[config.mk]
export PLATFORM = sky130hd
export DESIGN_NAME = xor_basis_rank_power_mod_unit_flat
export DESIGN_NICKNAME = d
export VERILOG_FILES = /design/src/xbrpm_pkg.sv /design/src/xbrpm_if.sv /design/src/xbrpm_ctrl.sv /design/src/xbrpm_dp.sv /design/src/xor_basis_rank_power_mod_unit.sv /design/src/flat_wrapper.sv
export SDC_FILE = /design/constraint.sdc
export NUM_CORES = 1
export LEC_CHECK = 0
export BUFFER_PORTS_ARGS = -buffer_cell sky130_fd_sc_hd__buf_2
export CAP_MARGIN = 20
export CORE_UTILIZATION = 45
export CTS_CLUSTER_SIZE = 8
export DETAILED_ROUTE_END_ITERATION = 10
export PLACE_DENSITY = 0.67
export SYNTH_ARGS = -nofsm -noshare
export SYNTH_HDL_FRONTEND = slang
export SYNTH_SLANG_ARGS = --single-unit
[constraint.sdc]
create_clock -name clock -period 6.95 [get_ports clock]
set_input_delay 0 -clock clock [delete_from_list [all_inputs] [get_ports clock]]
set_output_delay 0 -clock clock [all_outputs]
set_load 0.01 [all_outputs]
[src/xbrpm_pkg.sv]
// Shared constants, command/status types and a modular helper for the XOR basis rank unit.
`default_nettype none
package xbrpm_pkg;

   // Item and result field widths
   localparam int VALUE_BITS = 20;
   localparam int COUNT_W    = 16;
   localparam int TOTAL_W    = 32;
   localparam int POWER_W    = 30;
   localparam int RANK_W     = 5;

   // Basis row index width
   localparam int BIT_IDX_W  = (VALUE_BITS > 1) ? $clog2(VALUE_BITS) : 1;

   // Modular arithmetic
   localparam logic [POWER_W-1:0] MOD_PRIME = POWER_W'(998244353);
   localparam int MUL_IDX_W = $clog2(POWER_W);
   localparam int EXP_IDX_W = $clog2(TOTAL_W);

   // Controller to datapath commands
   typedef struct packed {
      logic load_item;   // latch an accepted beat, add its count
      logic ins_step;    // one bit position of basis insertion
      logic prep;        // form exponent, clear basis, start power
      logic sq_step;     // one bit of the serial modular square
      logic dbl;         // optional doubling, advance exponent bit
      logic out_load;    // move result into output register
   } cmd_type;

   // Datapath to controller status
   typedef struct packed {
      logic ins_done;    // insertion finishes on this step
      logic item_last;   // latched item closes the set
      logic sq_last;     // final bit of the current square
      logic exp_last;    // exponent bit zero is being handled
      logic out_free;    // output register can take a result
   } status_type;

   // Return (2 * r + (add_en ? a : 0)) mod MOD_PRIME, with r and a already reduced
   function automatic logic [POWER_W-1:0] mod_dbl_add(
      input logic [POWER_W-1:0] r,
      input logic [POWER_W-1:0] a,
      input logic               add_en
   );
      logic [POWER_W:0] t;
      logic [POWER_W:0] u;
      t = {r, 1'b0};
      if (t >= {1'b0, MOD_PRIME}) begin
         t = t - {1'b0, MOD_PRIME};
      end
      u = t + (add_en ? {1'b0, a} : '0);
      if (u >= {1'b0, MOD_PRIME}) begin
         u = u - {1'b0, MOD_PRIME};
      end
      return u[POWER_W-1:0];
   endfunction

endpackage
`default_nettype wire

[src/xbrpm_if.sv]
// Valid/ready channel interfaces for the item and result sides.
`default_nettype none
interface xbrpm_req_if;
   logic                             valid;
   logic                             ready;
   logic [xbrpm_pkg::VALUE_BITS-1:0] item_value;
   logic [xbrpm_pkg::COUNT_W-1:0]    item_count;
   logic                             last_item;

   modport source (output valid, output item_value, output item_count, output last_item,
                   input ready);
   modport sink   (input valid, input item_value, input item_count, input last_item,
                   output ready);
endinterface

interface xbrpm_rsp_if;
   logic                          valid;
   logic                          ready;
   logic [xbrpm_pkg::POWER_W-1:0] power_result;
   logic [xbrpm_pkg::RANK_W-1:0]  basis_rank;

   modport source (output valid, output power_result, output basis_rank, input ready);
   modport sink   (input valid, input power_result, input basis_rank, output ready);
endinterface
`default_nettype wire

[src/xbrpm_ctrl.sv]
// Sequencer for insertion, serial modular exponentiation and result hand-off.
`default_nettype none
module xbrpm_ctrl (
   input  wire logic                  clock,
   input  wire logic                  reset,
   input  wire logic                  req_valid,
   output logic                       req_ready,
   input  wire xbrpm_pkg::status_type status,
   output xbrpm_pkg::cmd_type         cmd
);

   typedef enum logic [5:0] {
      ST_IDLE   = 6'b000001,
      ST_INSERT = 6'b000010,
      ST_PREP   = 6'b000100,
      ST_SQUARE = 6'b001000,
      ST_DOUBLE = 6'b010000,
      ST_FINISH = 6'b100000
   } state_type;

   state_type state_ff;
   state_type state_in;

   // Take a beat only while the sequencer is idle
   assign req_ready = (state_ff == ST_IDLE);

   // Next state and commands
   always_comb begin
      state_in = state_ff;
      cmd      = '0;
      unique case (state_ff)
         ST_IDLE: begin
            if (req_valid) begin
               cmd.load_item = 1'b1;
               state_in      = ST_INSERT;
            end
         end
         ST_INSERT: begin
            cmd.ins_step = 1'b1;
            if (status.ins_done) begin
               state_in = status.item_last ? ST_PREP : ST_IDLE;
            end
         end
         ST_PREP: begin
            cmd.prep = 1'b1;
            state_in = ST_SQUARE;
         end
         ST_SQUARE: begin
            cmd.sq_step = 1'b1;
            if (status.sq_last) begin
               state_in = ST_DOUBLE;
            end
         end
         ST_DOUBLE: begin
            cmd.dbl  = 1'b1;
            state_in = status.exp_last ? ST_FINISH : ST_SQUARE;
         end
         ST_FINISH: begin
            if (status.out_free) begin
               cmd.out_load = 1'b1;
               state_in     = ST_IDLE;
            end
         end
         default: begin
            state_in = ST_IDLE;
         end
      endcase
   end

   always_ff @(posedge clock) begin
      if (reset) begin
         state_ff <= ST_IDLE;
      end else begin
         state_ff <= state_in;
      end
   end

endmodule
`default_nettype wire

[src/xbrpm_dp.sv]
// Datapath: XOR basis rows, count total, serial modular power and output register.
`default_nettype none
module xbrpm_dp (
   input  wire logic                                clock,
   input  wire logic                                reset,
   input  wire xbrpm_pkg::cmd_type                  cmd,
   output xbrpm_pkg::status_type                    status,
   input  wire logic [xbrpm_pkg::VALUE_BITS-1:0]    item_value,
   input  wire logic [xbrpm_pkg::COUNT_W-1:0]       item_count,
   input  wire logic                                last_item,
   output logic                                     rsp_valid,
   input  wire logic                                rsp_ready,
   output logic [xbrpm_pkg::POWER_W-1:0]            power_result,
   output logic [xbrpm_pkg::RANK_W-1:0]             basis_rank
);

   localparam int VB = xbrpm_pkg::VALUE_BITS;
   localparam int PW = xbrpm_pkg::POWER_W;
   localparam int TW = xbrpm_pkg::TOTAL_W;
   localparam int RW = xbrpm_pkg::RANK_W;
   localparam int BW = xbrpm_pkg::BIT_IDX_W;
   localparam int MW = xbrpm_pkg::MUL_IDX_W;
   localparam int EW = xbrpm_pkg::EXP_IDX_W;

   // Insertion state
   logic [VB-1:0] val_ff;
   logic [BW-1:0] bit_ff;
   logic          last_ff;
   logic [VB-1:0] basis_ff [VB];
   logic [RW-1:0] rank_ff;
   logic [TW-1:0] total_ff;

   // Power state
   logic [TW-1:0] exp_ff;
   logic [EW-1:0] ebit_ff;
   logic [PW-1:0] x_ff;
   logic [PW-1:0] r_ff;
   logic [MW-1:0] mbit_ff;
   logic [RW-1:0] hold_rank_ff;

   // Output register
   logic          rsp_valid_ff;
   logic [PW-1:0] rsp_power_ff;
   logic [RW-1:0] rsp_rank_ff;

   logic [VB-1:0] row_sel;
   logic          take_row;
   logic [TW:0]   total_sum;
   logic [PW-1:0] r_next;
   logic [PW-1:0] x_dbl;
   logic          out_free;

   assign row_sel   = basis_ff[bit_ff];
   assign take_row  = val_ff[bit_ff] && (row_sel == '0);
   assign total_sum = {1'b0, total_ff} + {{(TW + 1 - xbrpm_pkg::COUNT_W){1'b0}}, item_count};
   assign r_next    = xbrpm_pkg::mod_dbl_add(r_ff, x_ff, x_ff[mbit_ff]);
   assign x_dbl     = xbrpm_pkg::mod_dbl_add(x_ff, '0, 1'b0);
   assign out_free  = !rsp_valid_ff || rsp_ready;

   always_comb begin
      status           = '0;
      status.ins_done  = take_row || (bit_ff == '0);
      status.item_last = last_ff;
      status.sq_last   = (mbit_ff == '0);
      status.exp_last  = (ebit_ff == '0);
      status.out_free  = out_free;
   end

   // Item latch and insertion walk, top bit down
   always_ff @(posedge clock) begin
      if (cmd.load_item) begin
         val_ff  <= item_value;
         bit_ff  <= BW'(VB - 1);
         last_ff <= last_item;
      end else if (cmd.ins_step) begin
         if (val_ff[bit_ff] && !take_row) begin
            val_ff <= val_ff ^ row_sel;
         end
         if (bit_ff != '0) begin
            bit_ff <= bit_ff - 1'b1;
         end
      end
   end

   // Basis rows, rank and saturating count total
   always_ff @(posedge clock) begin
      if (reset || cmd.prep) begin
         for (int i = 0; i < VB; i++) begin
            basis_ff[i] <= '0;
         end
         rank_ff  <= '0;
         total_ff <= '0;
      end else begin
         if (cmd.load_item) begin
            total_ff <= total_sum[TW] ? '1 : total_sum[TW-1:0];
         end
         if (cmd.ins_step && take_row) begin
            basis_ff[bit_ff] <= val_ff;
            rank_ff          <= rank_ff + 1'b1;
         end
      end
   end

   // Left-to-right square and multiply: serial square, then optional doubling
   always_ff @(posedge clock) begin
      if (cmd.prep) begin
         exp_ff       <= (total_ff >= {{(TW - RW){1'b0}}, rank_ff}) ?
                         total_ff - {{(TW - RW){1'b0}}, rank_ff} : '0;
         hold_rank_ff <= rank_ff;
         ebit_ff      <= EW'(TW - 1);
         x_ff         <= PW'(1);
         r_ff         <= '0;
         mbit_ff      <= MW'(PW - 1);
      end else if (cmd.sq_step) begin
         r_ff    <= r_next;
         mbit_ff <= mbit_ff - 1'b1;
         if (mbit_ff == '0) begin
            x_ff <= r_next;
         end
      end else if (cmd.dbl) begin
         if (exp_ff[ebit_ff]) begin
            x_ff <= x_dbl;
         end
         r_ff    <= '0;
         mbit_ff <= MW'(PW - 1);
         ebit_ff <= ebit_ff - 1'b1;
      end
   end

   // Hold the result until the receiver takes the beat
   always_ff @(posedge clock) begin
      if (reset) begin
         rsp_valid_ff <= 1'b0;
      end else if (cmd.out_load) begin
         rsp_valid_ff <= 1'b1;
      end else if (rsp_ready) begin
         rsp_valid_ff <= 1'b0;
      end
   end

   always_ff @(posedge clock) begin
      if (cmd.out_load) begin
         rsp_power_ff <= x_ff;
         rsp_rank_ff  <= hold_rank_ff;
      end
   end

   assign rsp_valid    = rsp_valid_ff;
   assign power_result = rsp_power_ff;
   assign basis_rank   = rsp_rank_ff;

endmodule
`default_nettype wire

[src/xor_basis_rank_power_mod_unit.sv]
// Top level of the GF(2) basis rank unit with modular power of two.
//
// Usage: send a set of values on req_chan, one beat per value with its
// multiplicity in item_count and last_item set on the final beat. Each value
// is reduced into an XOR basis, one bit position per cycle from the top bit
// down, until it is placed or bit zero is done; except after the last beat,
// req_chan.ready returns in the cycle after insertion ends, so a new beat
// waits for the previous one. On the last beat the unit forms total - rank
// (zero if the rank is larger) and raises 2 to that power mod 998244353 with
// a bit-serial modular squarer: 32 exponent bits, each a serial square over
// the 30 operand bits and then a doubling step, before the result goes to
// rsp_chan with power_result and basis_rank. The basis and total are cleared
// as the power step starts, ready for the next set. The result sits in an
// output register, so new beats are accepted while it waits; a stalled
// receiver only holds back the end of the following set. Synchronous reset
// clears the basis, the total, the sequencer and the output valid.
`default_nettype none
module xor_basis_rank_power_mod_unit (
   input  wire logic   clock,
   input  wire logic   reset,
   xbrpm_req_if.sink   req_chan,
   xbrpm_rsp_if.source rsp_chan
);

   xbrpm_pkg::cmd_type    cmd;
   xbrpm_pkg::status_type status;

   xbrpm_ctrl u_ctrl (
      .clock     (clock),
      .reset     (reset),
      .req_valid (req_chan.valid),
      .req_ready (req_chan.ready),
      .status    (status),
      .cmd       (cmd)
   );

   xbrpm_dp u_dp (
      .clock        (clock),
      .reset        (reset),
      .cmd          (cmd),
      .status       (status),
      .item_value   (req_chan.item_value),
      .item_count   (req_chan.item_count),
      .last_item    (req_chan.last_item),
      .rsp_valid    (rsp_chan.valid),
      .rsp_ready    (rsp_chan.ready),
      .power_result (rsp_chan.power_result),
      .basis_rank   (rsp_chan.basis_rank)
   );

endmodule
`default_nettype wire

[src/flat_wrapper.sv]
// flat-port wrapper written by rule: the top's interface ports become plain ports
module xor_basis_rank_power_mod_unit_flat 
  (clock, reset, req_chan_valid, req_chan_item_value, req_chan_item_count, req_chan_last_item, req_chan_ready, rsp_chan_valid, rsp_chan_power_result, rsp_chan_basis_rank, rsp_chan_ready);
  xbrpm_req_if req_chan_i ();
  xbrpm_rsp_if rsp_chan_i ();
  input  wire logic clock;
  input  wire logic reset;
  input wire logic [$bits(req_chan_i.valid)-1:0] req_chan_valid;
  input wire logic [$bits(req_chan_i.item_value)-1:0] req_chan_item_value;
  input wire logic [$bits(req_chan_i.item_count)-1:0] req_chan_item_count;
  input wire logic [$bits(req_chan_i.last_item)-1:0] req_chan_last_item;
  output wire logic [$bits(req_chan_i.ready)-1:0] req_chan_ready;
  output wire logic [$bits(rsp_chan_i.valid)-1:0] rsp_chan_valid;
  output wire logic [$bits(rsp_chan_i.power_result)-1:0] rsp_chan_power_result;
  output wire logic [$bits(rsp_chan_i.basis_rank)-1:0] rsp_chan_basis_rank;
  input wire logic [$bits(rsp_chan_i.ready)-1:0] rsp_chan_ready;
  assign req_chan_i.valid = req_chan_valid;
  assign req_chan_i.item_value = req_chan_item_value;
  assign req_chan_i.item_count = req_chan_item_count;
  assign req_chan_i.last_item = req_chan_last_item;
  assign req_chan_ready = req_chan_i.ready;
  assign rsp_chan_valid = rsp_chan_i.valid;
  assign rsp_chan_power_result = rsp_chan_i.power_result;
  assign rsp_chan_basis_rank = rsp_chan_i.basis_rank;
  assign rsp_chan_i.ready = rsp_chan_ready;
  xor_basis_rank_power_mod_unit u_core (.clock(clock), .reset(reset), .req_chan(req_chan_i), .rsp_chan(rsp_chan_i));
endmodule
Word level (Yosys, flattened, before mapping)
Memory sizes are Yosys's and may differ from the RTL's. A register that Yosys moved wholly into a read port is not among the register bits.
Index checks and enable logic that the tools add are counted.
{"block": "word_totals", "ramBits": 400, "wordCells": 122, "input_bits": 41, "output_inout_bits": 37, "ff_bits": 212, "mem_count": 1}
{"name": "u_core.u_dp.basis_ff", "depth": 20, "word_bits": 20, "rd": 1, "rd_ports_with_merged_regs": 1, "wr": 20, "line": "xbrpm_dp.sv:29", "rtl": "logic [VB-1:0] basis_ff [VB];"}
{"block": "op_classes", "mux": 50, "n_bitwise": 2, "n_reduce_logical": 24, "eq_ne": 11, "n_addsub": 11, "magnitude_cmp": 8}
{"op": "2-to-1 mux 30 bit", "count": 9}
{"op": ">= comparator 31 x 30 -> 1 bit, second input constant", "count": 4}
{"op": "2-to-1 mux 20 bit", "count": 4}
{"op": "2-to-1 mux 31 bit", "count": 2}
{"op": "subtractor 31 x 30 -> 31 bit, second input constant", "count": 2}
{"op": "subtractor 30 bit, second input constant", "count": 2}
{"op": "one-hot mux 6 bit (6 select lines)", "count": 1}
{"op": "adder 32 x 16 -> 33 bit", "count": 1}
{"op": ">= comparator 32 x 5 -> 1 bit", "count": 1}
{"op": "2-to-1 mux 32 bit", "count": 1}
{"op": "subtractor 32 x 5 -> 32 bit", "count": 1}
{"op": "adder 31 x 30 -> 31 bit", "count": 1}
{"op": "2-to-1 mux 6 bit", "count": 5}
{"op": "2-to-1 mux 5 bit", "count": 5}
{"op": "zero test 20 bit", "count": 1}
{"op": "OR reduction 20 bit", "count": 1}
{"op": "bitwise XOR 20 bit", "count": 1}
{"op": "2-to-1 mux 1 bit", "count": 19}
{"op": "less-than comparator 5 x 6 -> 1 bit, second input constant", "count": 3}
{"op": "binary-select mux 1 bit (select 5 bit)", "count": 3}
{"op": "zero test 5 bit", "count": 3}
{"op": "subtractor 5 x 1 -> 5 bit, second input constant", "count": 3}
{"op": "nonzero test 2 bit", "count": 5}
{"op": "== test 6 x 1 -> 1 bit, second input constant", "count": 1}
{"op": "other kinds (17)", "count": 27}

Logic depth before layout (Yosys ltp)
{"block": "depth", "ltp_word": 9, "depth_mapped": 26, "depth_no_buf": 24}

Cells and area by module
From an unflattened synthesis, not the netlist that was laid out.
{"block": "unflattened", "hier_cells": 3270, "hier_area_um2": 43020.0}
{"mod": "xbrpm_dp", "cells_each": 3218, "seq_area_each_um2": 24373.4, "area_each_um2": 42603.4, "instances": 1}
{"mod": "xbrpm_ctrl", "cells_each": 52, "seq_area_each_um2": 120.1, "area_each_um2": 416.6, "instances": 1}

Worst setup path before layout
Ideal clock, no wire load.
{"block": "synth_path", "kind": "reg-to-reg", "startpoint": "register u_core.u_dp.r_ff[2]", "endpoint": "register u_core.u_dp.x_ff[2]", "slack_ps": 552, "setup_ps": 202, "t_arrival_ps": 6196, "path_buffers": 2, "stages_incl_launch_ff": 27, "period_less_slack_ps": 6398, "required_time_ps": 6748, "cell_sequence": "dfxtp_1 -> nor3_1 -> nor4b_2 -> nand3_1 -> a21oi_1 -> o21bai_1 -> nand3_1 -> or3_1 -> or4_1 -> or3_1 -> nor2_1 -> xor2_1 -> ha_1 -> clkbuf_1 -> and2_1 -> a21o_1 -> a221o_1 -> a2111o_1 -> a31oi_1 -> o31a_1 -> mux2_2 -> nor4b_2 -> o211a_1 -> buf_6 -> nor3_1 -> o41ai_1 -> a21oi_1"}
{"block": "synth_between", "elab_chain_len": 7, "elab_cells_between_ends": 9, "cone_classes": "add/sub: 3; order compare: 2; mux: 4"}
{"item": "start: declaration", "line": "xbrpm_dp.sv:37", "rtl": "logic [PW-1:0] r_ff;"}
{"item": "start signal: assignment", "line": "xbrpm_dp.sv:115", "rtl": "r_ff <= r_next;"}
{"item": "subtractor 31 x 30 -> 31 bit / >= comparator 31 x 30 -> 1 bit (equally long branches)", "line": "xbrpm_pkg.sv:49, xbrpm_pkg.sv:48"}
{"item": "2-to-1 mux 31 bit *", "line": "xbrpm_pkg.sv:48", "rtl": "if (t >= {1'b0, MOD_PRIME}) begin"}
{"item": "adder 31 x 30 -> 31 bit *", "line": "xbrpm_pkg.sv:51", "rtl": "u = t + (add_en ? {1'b0, a} : '0);"}
{"item": ">= comparator 31 x 30 -> 1 bit / subtractor 30 bit (equally long branches)", "line": "xbrpm_pkg.sv:52, xbrpm_pkg.sv:53"}
{"item": "2-to-1 mux 30 bit *", "line": "xbrpm_pkg.sv:52", "rtl": "if (u >= {1'b0, MOD_PRIME}) begin"}
{"item": "2-to-1 mux 30 bit *", "line": "xbrpm_dp.sv:117", "rtl": "if (mbit_ff == '0) begin"}
{"item": "2-to-1 mux 30 bit *", "line": "xbrpm_dp.sv:114", "rtl": "end else if (cmd.sq_step) begin"}
{"item": "end signal: assignment", "line": "xbrpm_dp.sv:118", "rtl": "x_ff <= r_next;"}
{"item": "end signal: assignment", "line": "xbrpm_dp.sv:122", "rtl": "x_ff <= x_dbl;"}
{"item": "end: declaration", "line": "xbrpm_dp.sv:36", "rtl": "logic [PW-1:0] x_ff;"}
Every way passes the cells marked *; elsewhere a longest branch is shown, timed or not. The select of a mux whose other input is x is not followed.
A chain may end at the register's enable or synchronous reset.

Worst setup path in the final report
{"block": "layout_path", "startpoint": "register u_core.u_dp.r_ff[13]", "endpoint": "register u_core.u_dp.x_ff[22]"}
{"block": "layout_between", "elab_chain_len": 7, "elab_cells_between_ends": 9, "cone_classes": "add/sub: 3; order compare: 2; mux: 4"}
{"item": "subtractor 31 x 30 -> 31 bit / >= comparator 31 x 30 -> 1 bit (equally long branches)", "line": "xbrpm_pkg.sv:49, xbrpm_pkg.sv:48"}
{"item": "2-to-1 mux 31 bit *", "line": "xbrpm_pkg.sv:48"}
{"item": "adder 31 x 30 -> 31 bit *", "line": "xbrpm_pkg.sv:51"}
{"item": "subtractor 30 bit / >= comparator 31 x 30 -> 1 bit (equally long branches)", "line": "xbrpm_pkg.sv:53, xbrpm_pkg.sv:52"}
{"item": "2-to-1 mux 30 bit *", "line": "xbrpm_pkg.sv:52"}
{"item": "2-to-1 mux 30 bit *", "line": "xbrpm_dp.sv:117"}
{"item": "2-to-1 mux 30 bit *", "line": "xbrpm_dp.sv:114"}
Marks and branches as above.

==> results.txt <==
Worst setup SP type: flip-flop
Placed Cells: 4720
CP Class: reg2reg
vias in the first global route: 27335
row count: 112
initial antenna violation count: 2
drt wl/cell: 22.04 um
WP data arrival: 7.23 ns
Post-synth ARST share: 0%
fraction of layout cells with a size suffix above 1: 18.38%
post-synth top area share: 51.34%
Final Hold Vio Count: 0
outcome: finished, final reports clean
clock skew: 0.05985 ns
largest net degree at the start of global routing: 55
synthesized area per cell: 13.15 sq um
GP Congestion: 0.9659
# DRC: 0
fmax: 148.8 MHz
Max clock buf depth: 3
GRT Resource Usage Total: 22.28%
Yosys Warn Count: 0
Layout area overhead: 16.55%
reg2reg setup slack: 0.23 ns
Util after Layout: 53.22%
Post-DP Area: 45990 sq um
Leak Pwr: 19.00 nW
synth top area cells: edfxtp_1 51%, mux4_2 12%, and2_1 6.1%
nature of the critical path endpoint: flip-flop
core area: 93890 sq um
Slew Viols, Final: 0
Worst Max-Slew Pin Slew: 1.132 ns
Synth Flop Type: edfxtp_1
die width: 310.7 um
Die Ht: 310.7 um
sequential area share after synthesis: 57.13%
Final period util: 96.72%
Non-Filler Cell Area, Final: 49970 sq um
CTS tree: built
number of synthesized register bits: 857
Finish-stage setup viols: 0
H-tree depth: 3
Synth area leader: edfxtp_1
root buf cell: clkbuf_16
initial core utilization: 45.66%
1st-pass router iterations: 6
Non-Filler Instances: 4941
Clk Latency, worst-skew pair: 0.71 ns
worst hold path type: in2reg
Post-Route WL: 108.9 mm
number of port buffers: 77
Ports: 78
Vias: 28198
Via-to-Cell Ratio: 5.707
DRT iter0 DRCs: 2709
Congestion Overflow GR: 0
PwrDens: 295.0 nW/um^2
clock sinks: 857
CP max FO: 14
synth unique cells: 104
Peak VDD IR: 0.0002030 V
Min Clock Period, post-route: 6.722 ns
Synth Instances: 3261
DPL Wire Length: 73.17 mm
TritonCTS buffer count: 117
Final nets: 3751
number of synthesized flops with an enable pin: 733
ANT nets after route: 0
first-pass GRT wire length: 165.3 mm
relative slew slack: 24.28%
MaxCap Viol Count: 0
Total Die Area: 96510 sq um
cell area after synthesis: 42870 sq um
Req. time, crit path: 7.46 ns
CTS clk-pin slew, worst paths: 0.06 ns
==> final cells by class <==
type	instances	area, sq um
repair buffers	261	2067
clock inverters	7	155.1
flip-flops and latches	857	24520
multi-input cells	2359	18380
inverters	45	168.9
diodes	3	7.507
well taps	1254	1569
clock buffers	155	3102
fillers	7935	43920
==> cells in the final DEF (no fill, tap or decap), types with 9 or more instances in the layout <==
master / instances
and2_1: 415
nor2_1: 173
buf_12: 11
clkbuf_1: 36
a21oi_1: 100
xor2_1: 86
buf_4: 124
inv_1: 43
xnor2_1: 97
nand2_1: 156
edfxtp_1: 733
a31oi_1: 24
nand2b_1: 17
nor3b_1: 10
o211ai_1: 18
nor3_1: 62
a21o_1: 29
o21a_1: 15
o21ai_0: 145
or4_1: 10
nand4_1: 24
dfxtp_1: 112
buf_2: 77
conb_1: 240
dfxtp_2: 9
o21ai_2: 21
and3_1: 26
nor4_1: 34
nor2b_1: 39
dlygate4sd3_1: 46
ha_1: 66
o21ai_1: 14
nand3b_1: 11
mux4_2: 225
mux2i_1: 29
or3_1: 20
clkbuf_16: 118
a211oi_1: 12
nand3_1: 56
==> routing by layer <==
layer	track usage [%]	wire length, um	vias up
met5	0	0	-
met4	8.374	4050	0
met3	3.559	7818	250
met2	35.72	51710	1130
met1	30.60	45340	14022
li1	-	-	12796
==> power by group <==
| group | switching, W | internal [W] | leakage, nW |
|---|---|---|---|
| sequential | 0.000309 | 0.00623 | 8.34 |
| combinational | 0.00164 | 0.00140 | 9.09 |
| clock | 0.00210 | 0.00306 | 1.57 |
==> kinds of logic after synthesis <==
logic type      Yosys count  share of synthesized area, %
simple gates           1112                         14.33
buf+inv                 284                         2.626
other cells               1                      0.008747
mux                     258                         12.60
xor+xnor                184                         3.759
compound gates          496                         7.486
flops                   857                         57.13
fa+ha+maj                69                         2.066
==> cells in the mapped netlist (5+ instances only) <==
library cell / count
edfxtp_1: 733
and2_1: 415
mux4_2: 225
clkbuf_1: 194
nor2_1: 180
o21ai_0: 165
nand2_1: 156
dfxtp_1: 124
a21oi_1: 101
xnor2_1: 98
xor2_1: 86
ha_1: 66
nor3_1: 63
nand3_1: 56
inv_1: 45
nor2b_1: 40
nor4_1: 35
mux2i_1: 30
a21o_1: 29
buf_2: 28
a31oi_1: 26
and3_1: 26
nand4_1: 24
or3_1: 23
o211ai_1: 18
nand2b_1: 17
o21a_1: 15
o21ai_1: 15
a211oi_1: 13
or4_1: 13
buf_1: 11
nand3b_1: 11
nor3b_1: 11
a211o_1: 8
a221oi_1: 8
o221ai_1: 8
or2_2: 8
o22ai_1: 7
o31ai_1: 7
o2111ai_1: 6
o21bai_1: 6
o211a_1: 5
==> path summary, 6_finish.rpt <==
check	startpoint	to	depth (start not counted)
worst max-delay path	u_core.u_dp.r_ff[13]	u_core.u_dp.x_ff[22]	25
worst min-delay path	req_chan_last_item	u_core.u_dp.last_ff	2
worst max register to register	u_core.u_dp.r_ff[13]	u_core.u_dp.x_ff[22]	25
worst min register to register	u_core.u_dp.hold_rank_ff[4]	u_core.u_dp.basis_rank[4]	0
==> worst max-delay path, cell delays in order (launching register included) <==
cell and delay, ns:
dfxtp_1 0.41, or4_4 0.18, nor4b_4 0.05, nand3_1 0.17, a21oi_2 0.09, o21bai_1 0.26, nand3_1 0.16, or3_4 0.38
or4_4 0.45, or3_4 0.37, nor2_1 0.13, xor2_1 0.20, ha_1 0.29, and2_1 0.21, a21o_1 0.19, a221o_1 0.37
a2111o_1 0.46, a31oi_4 0.17, o31a_1 0.25, mux2_2 0.38, nor4b_4 0.39, o211ai_4 0.15, buf_12 0.18, a2111oi_2 0.33
xnor2_1 0.20, o211ai_1 0.11
==> stage by stage <==
| stage | hold WS [ns] | setup TNS (ns) | power, W | setup slack (ns) |
|---|---|---|---|---|
| after global placement | 0.1799 | 0 | 0.009567 | 0.1437 |
| final | 0.03135 | 0 | 0.01474 | 0.2279 |
| after detailed placement | 0.1811 | 0 | 0.009622 | 0.02957 |
| after CTS | 0.001334 | 0 | 0.01484 | 0.007695 |
| after global routing | 0.03669 | -0.08196 | 0.01532 | -0.05787 |
| after floorplan | 0.09887 | 0 | 0.008655 | 0.5517 |
==> repair_timing <==
item | CTS | global route
hold endpoints to repair | 51 | 0
pin swaps | 1 | 7
hold buffers | 46 | 0
gates resized for setup | 1 | 24
setup endpoints to repair | 3 | 59
setup buffers | 1 | 6
==> state kept, by name (all words and copies together) (netlist names), named ones only <==
register	count
u_core.u_dp.val_ff	20
u_core.u_dp.ebit_ff	5
u_core.u_dp.rsp_valid	1
u_core.u_dp.basis_ff	640
u_core.u_dp.mbit_ff	5
u_core.u_dp.basis_rank	5
u_core.u_dp.r_ff	30
u_core.u_dp.x_ff	30
u_core.u_dp.last_ff	1
u_core.u_dp.exp_ff	32
u_core.u_dp.bit_ff	5
u_core.u_ctrl.state_ff	6
u_core.u_dp.total_ff	32
u_core.u_dp.power_result	30
u_core.u_dp.hold_rank_ff	5
u_core.u_dp.rank_ff	5
(Power assumes the default switching activity.)
